--- src/rtd_pkg.sv ---
// shared types and constants for the rtd resistance / temperature converter
// no dependencies
package rtd_pkg;

  // curve coefficients
  localparam logic [31:0] RES_SLOPE_K  = 32'd1240;
  localparam logic [31:0] RES_OFFSET_K = 32'd273709676;
  localparam logic [31:0] DER_SLOPE_K  = 32'd2480;
  localparam logic [31:0] DER_OFFSET_K = 32'd273672960;
  localparam logic [15:0] R0_SCALED    = 16'd8192;

  // mode codes
  localparam logic MODE_R2T = 1'b0;
  localparam logic MODE_T2R = 1'b1;

  // divider width and per-step pipeline depth
  localparam int DIV_BITS = 32;
  localparam int STEP_LAT = 4 + 1 + DIV_BITS + 1;

  localparam int NEWTON_STEPS_DEF = 2;

  // word traveling through the pipeline
  typedef struct packed {
    logic               mode;
    logic signed [15:0] rm;
    logic signed [15:0] t;
    logic        [15:0] res;
  } token_t;

endpackage

--- src/rtd_div.sv ---
// pipelined signed 32 / unsigned 16 divider, one quotient bit per stage
// depends on rtd_pkg
module rtd_div (
  input  logic                clk,
  input  logic                rst_n,
  input  logic                in_valid,
  input  rtd_pkg::token_t     in_tok,
  input  logic signed [31:0]  num,
  input  logic        [15:0]  den,
  output logic                out_valid,
  output rtd_pkg::token_t     out_tok,
  output logic        [31:0]  quo
);

  localparam int N = rtd_pkg::DIV_BITS;

  logic            v_r   [0:N];
  rtd_pkg::token_t tok_r [0:N];
  logic            neg_r [0:N];
  logic [15:0]     den_r [0:N];
  logic [15:0]     rem_r [0:N];
  logic [31:0]     nq_r  [0:N];

  // prep stage: magnitude and sign
  always_ff @(posedge clk) begin
    if (!rst_n) begin
      v_r[0] <= 1'b0;
    end else begin
      v_r[0] <= in_valid;
    end
    tok_r[0] <= in_tok;
    neg_r[0] <= num[31];
    den_r[0] <= den;
    rem_r[0] <= '0;
    nq_r[0]  <= num[31] ? (32'd0 - num) : num;
  end

  // one restoring step per stage
  for (genvar k = 1; k <= N; k++) begin : g_bit
    logic [16:0] trial;
    logic        fits;
    assign trial = {rem_r[k-1], nq_r[k-1][31]};
    assign fits  = trial >= {1'b0, den_r[k-1]};
    always_ff @(posedge clk) begin
      if (!rst_n) begin
        v_r[k] <= 1'b0;
      end else begin
        v_r[k] <= v_r[k-1];
      end
      tok_r[k] <= tok_r[k-1];
      neg_r[k] <= neg_r[k-1];
      den_r[k] <= den_r[k-1];
      rem_r[k] <= fits ? 16'(trial - {1'b0, den_r[k-1]}) : trial[15:0];
      nq_r[k]  <= {nq_r[k-1][30:0], fits};
    end
  end

  // sign fix, zero divisor gives zero
  always_comb begin
    if (den_r[N] == '0) begin
      quo = '0;
    end else if (neg_r[N]) begin
      quo = 32'd0 - nq_r[N];
    end else begin
      quo = nq_r[N];
    end
  end

  assign out_valid = v_r[N];
  assign out_tok   = tok_r[N];

endmodule

--- src/rtd_step.sv ---
// one newton refinement step: curve, slope, numerator, divide, update
// depends on rtd_pkg and rtd_div
module rtd_step (
  input  logic            clk,
  input  logic            rst_n,
  input  logic            in_valid,
  input  rtd_pkg::token_t in_tok,
  output logic            out_valid,
  output rtd_pkg::token_t out_tok
);

  logic            v1_r, v2_r, v3_r, v4_r;
  rtd_pkg::token_t t1_r, t2_r, t3_r, t4_r;
  logic [31:0]     p1_r, p2_r;
  logic [19:0]     u_r;
  logic [15:0]     sl2_r, sl3_r, sl4_r;
  logic [31:0]     m_r;
  logic signed [31:0] num_r;

  logic [31:0] t32;
  logic [31:0] a2, s2;
  logic [15:0] rcur;
  logic [31:0] diff;

  assign t32 = {{16{in_tok.t[15]}}, in_tok.t};

  // stage 1: constant products
  always_ff @(posedge clk) begin
    if (!rst_n) begin
      v1_r <= 1'b0;
    end else begin
      v1_r <= in_valid;
    end
    t1_r <= in_tok;
    p1_r <= rtd_pkg::RES_SLOPE_K * t32;
    p2_r <= rtd_pkg::DER_SLOPE_K * t32;
  end

  // stage 2: curve term and slope
  assign a2 = rtd_pkg::RES_OFFSET_K - p1_r;
  assign s2 = rtd_pkg::DER_OFFSET_K - p2_r;
  always_ff @(posedge clk) begin
    if (!rst_n) begin
      v2_r <= 1'b0;
    end else begin
      v2_r <= v1_r;
    end
    t2_r  <= t1_r;
    u_r   <= a2[31:12];
    sl2_r <= s2[31:16];
  end

  // stage 3: curve term times t
  always_ff @(posedge clk) begin
    if (!rst_n) begin
      v3_r <= 1'b0;
    end else begin
      v3_r <= v2_r;
    end
    t3_r  <= t2_r;
    sl3_r <= sl2_r;
    m_r   <= {12'd0, u_r} * {{16{t2_r.t[15]}}, t2_r.t};
  end

  // stage 4: resistance and newton numerator
  assign rcur = m_r[31:16] + rtd_pkg::R0_SCALED;
  assign diff = {16'd0, rcur} - {{16{t3_r.rm[15]}}, t3_r.rm};
  always_ff @(posedge clk) begin
    if (!rst_n) begin
      v4_r <= 1'b0;
    end else begin
      v4_r <= v3_r;
    end
    t4_r <= t3_r;
    if (t3_r.mode == rtd_pkg::MODE_T2R) begin
      t4_r.res <= rcur;
    end
    sl4_r <= sl3_r;
    num_r <= {diff[19:0], 12'd0};
  end

  logic            dv;
  rtd_pkg::token_t dtok;
  logic [31:0]     quo;

  rtd_div u_div (
    .clk       (clk),
    .rst_n     (rst_n),
    .in_valid  (v4_r),
    .in_tok    (t4_r),
    .num       (num_r),
    .den       (sl4_r),
    .out_valid (dv),
    .out_tok   (dtok),
    .quo       (quo)
  );

  // update t in resistance mode only
  always_ff @(posedge clk) begin
    if (!rst_n) begin
      out_valid <= 1'b0;
    end else begin
      out_valid <= dv;
    end
    out_tok <= dtok;
    if (dtok.mode == rtd_pkg::MODE_R2T) begin
      out_tok.t <= dtok.t - quo[15:0];
    end
  end

endmodule
--- config.mk ---
export PLATFORM = sky130hd
export DESIGN_NAME = rtd_step
export DESIGN_NICKNAME = d
export VERILOG_FILES = /design/src/rtd_pkg.sv /design/src/rtd_div.sv /design/src/rtd_step.sv
export SDC_FILE = /design/constraint.sdc
export NUM_CORES = 2
export LEC_CHECK = 0
export BUFFER_PORTS_ARGS = -buffer_cell sky130_fd_sc_hd__buf_2
export CAP_MARGIN = 20
export CORE_MARGIN = 10
export CORE_UTILIZATION = 45
export CTS_BUF_LIST = sky130_fd_sc_hd__clkbuf_4
export CTS_CLUSTER_DIAMETER = 120
export DETAILED_ROUTE_END_ITERATION = 8
export SYNTH_ARGS = -nofsm -noshare
export SYNTH_HDL_FRONTEND = slang
export SYNTH_SLANG_ARGS = --single-unit
--- constraint.sdc ---
create_clock -name clk -period 17.05 [get_ports clk]
set_clock_uncertainty 0.15 [all_clocks]
set_input_delay 0.8525 -clock clk [delete_from_list [all_inputs] [get_ports clk]]
set_output_delay 0.8525 -clock clk [all_outputs]
set_load 0.01 [all_outputs]
==> flow_summary.toml <==
[clocking]
cts_inserted_buffers = 805
cts_buffer_depth = 4
cts.sinks = 3433
path_clk_slew_ps = 60
cts_htree_levels = 6
cts_root_buffer = "clkbuf_4"
tritoncts = "yes"
cts_resized = 0
clk_latency_ps = 1460
cts_setup_buffers = 0

[global_route]
antenna_found_initial = 10
grt_pass1_wl_um = 349700
grt_usage_pct = 15.47
grt_max_degree = 39
grt-ovfl-total = 0
grt_pass1_vias = 70270

[synthesis]
synthAdderAreaFrac_pct = 13.23
synth_compound_area_share_pct = 7.978
synth-main-ff-cell = "dfxtp_1"
synth_edf_count = 0
muxShareOfSynthArea_pct = 3.664
netlist_instances = 9524
ys_ff_latch = 3433
synthesis.area_um2 = 113700
synthSimpleGateAreaFrac_pct = 7.806
synth_xor_area_share_pct = 3.096
synth_area_per_cell_um2 = 11.94
yosys_warnings = 0
synth_top_family_by_area = "adder cells"
ys_async_sr_fraction_pct = 0
seq_area_frac_synth_pct = 60.43
netlist-cell-type-count = 83

[detailed_routing]
drt_pass1_iterations = 5
drc = 0
wl_per_cell_um = 14.78
routed_wl_um = 212800
vias = 67450
postRouteAntennaNets = 0
vias_per_cell = 4.685
drt_iter0_markers = 2855

[layout]
layout_common_cells = "dfxtp_1 (3433), clkbuf_4 (1178), inv_1 (1017), ha_1 (694), nand2_1 (430)"
final_common_cell = "dfxtp_1"
layout-drive-gt1-share_pct = 16.03
area_growth_pct = 13.97
fill_cells = 22190
final_nets = 11490

[setup_path]
crit_required_ps = 18140
cp_num_buf_inv = 5
end_kind = "flop"
r2r_setup_slack_ps = 9570
crit_arrival_ps = 8570
critPathKind = "reg -> reg"
cp_cell_sequence = "nand2_1 > fa_1 > inv_1 > fa_1 > inv_1 > fa_1 > inv_1 > fa_1 > fa_1 > inv_1 > fa_1 > inv_1 > ha_1 > o21ai_0 > a211oi_1 > nand4_1 > a21oi_1 > o21ai_0 > a31oi_1 > nand4_1 > and4_1"
slowest_stage = "dfxtp_1"
slowest_delay_ps = 1060
r2r_end = "m_r[31]"
rr_worst_depth = 21
reg2reg_from = "t2_r[25]"
startpoint_type = "flop"
crit_start = "t2_r[25]"
cpMostUsedCell = "fa_1"
worstPathMaxFanout = 21
critical_path.top_delay_family = "adder cells"

[floorplanning]
die_height_um = 522.7
io_pins = 102
die_x_um = 522.7
rows = 184
coreArea_um2 = 251400
start_util_pct = 45.24
die_area_um2 = 273200

[sta]
fmax_mhz = 133.7
rsz0062_at_grt = "false"
slew_headroom_pct = 25.25
whs_ps = 108.8
worst_slew_pin_slew_ps = 1120
finalSetupViolCount = 0
fin_crit_sh_pct = 43.88
setup_tns_ps = 0
final-max-slew-violation-count = 0
period_needed_ps = 7481
timing.final.ws_setup_ps = 9569
finalHoldViolations = 0

[place]
port_buffers = 101
place_hpwl_um = 153300
place_ws_ps = 9540
gp_congestion = 0.8621

[run]
cap_violations = 0

[hold_path]
hold_path.class = "reg -> reg"
hold_path_startpoint = "u_div.tok_r[0][85]"
whs_endpoint = "u_div.tok_r[0][134]"
holdPathStages = 0

[status]
status = "finished clean"
[synthesized netlist by cell type (17+ instances only)]
cell         n  area, um2
nand3_1    103      515.5
nor4_1      37      231.5
inv_1     1017       3817
o21a_1     133      998.5
or3_1       87      544.3
nand2b_1    71      444.2
o31ai_1     42      315.3
a21oi_1    416       2082
and2_1     218       1364
nor3_1     127      635.6
a211oi_1    52      390.4
xnor2_1    290       2540
mux2i_1     54      540.5
nor2b_1    114      713.2
nand4_1     81      506.7
o311ai_0    23      201.4
clkbuf_1    90      337.8
nand2_1    430       1614
and3_1      41      256.5
nor2_1     409       1535
mux2_2     322       3626
o22ai_1     17      106.4
ha_1       694       8683
buf_2       25      125.1
o211ai_1    62      465.5
fa_1       318       6366
or2_2       20      125.1
o31a_1      48      420.4
xor2_1     112      980.9
a21o_1     128      960.9
o21ai_1     19      95.09
a211o_1     21      183.9
a31o_2      18      157.7
o41ai_1     24      210.2
a31oi_1     19      118.9
a21boi_0    25      187.7
dfxtp_1   3433      68730
o21ai_0    218       1091
[worst max path at each step]
stage | to | slack [ps] | depth (start not counted)
after floorplan | m_r[31] | 10770 | 22
after global placement | m_r[31] | 9510 | 21
after detailed placement | m_r[31] | 9540 | 21
after CTS | m_r[31] | 9490 | 21
after global routing | m_r[31] | 9060 | 21
final | m_r[31] | 9570 | 21
[stage by stage]
step / util, % / cells / area (um2)
final: 51.56 / 14400 / 129600
after global routing: 51.55 / 14390 / 129600
after CTS: 51.55 / 14390 / 129600
after detailed placement: 46.93 / 12860 / 118000
after global placement: 46.93 / 12860 / 118000
after floorplan: - / 9525 / 113700
[cell type report]
type	count	area, um2	area share [%]
Antenna cell	6	15.01	0.01158
Clock buffer	1178	8843	6.823
Clock inverter	249	1760	1.358
Inverter	1019	3825	2.951
Multi-Input combinational cell	4956	40690	31.40
Sequential cell	3433	68730	53.02
Tap cell	3348	4189	3.232
Timing Repair Buffer	208	1562	1.205
[layer usage]
layer	vias to the layer above	share of wire (%)	GRT usage (%)	wire, um
met2	1340	48	26.69	103000
met1	31610	44	18.75	94420
met4	4	3.0	6.239	6310
li1	34090	-	-	-
met3	406	4.2	3.373	9035
met5	-	0.013	0	28
[worst reg2reg max path, stage by stage, from the launching register on]
cell and delay [ps]:
dfxtp_1 1060, nand2_1 190, fa_1 580, inv_1 50
fa_1 510, inv_1 50, fa_1 480, inv_1 60
fa_1 500, fa_1 540, inv_1 60, fa_1 530
inv_1 40, ha_1 300, o21ai_0 120, a211oi_1 390
nand4_1 140, a21oi_1 560, o21ai_0 300, a31oi_1 450
nand4_1 130, and4_1 170
[repair_timing]
action	in CTS	in global routing
endpoints found under the hold margin	101	0
endpoints found under the setup margin	0	0
hold buffers	101	0
[state kept, by name, indices dropped and copies added (netlist names), 2 cells and up]
register     flops
u_div.tok_r   1617
u_div.den_r    528
u_div.rem_r    496
u_div.nq_r     346
out_tok         49
t1_r            49
t2_r            49
t3_r            49
t4_r            49
u_div.neg_r     33
u_div.v_r       33
p2_r            26
u_r             20
num_r           18
m_r             16
sl2_r           16
sl3_r           16
sl4_r           16
p1_r             2
[logic make-up (layout without fill, tap and decap cells)]
group | Yosys count | count (layout)
DFF | 3433 | 3433
and+or+nand+nor | 1784 | 1784
AOI/OAI and AO/OA | 1380 | 1380
buffers and inverters | 1136 | 2654
adders and majority gates | 1012 | 1012
xor gates and xnor gates | 402 | 402
muxes | 376 | 376
other | 1 | 8
Power is not shown: default switching activity piles up to over one toggle a cycle in this logic, so the estimate is an artifact.
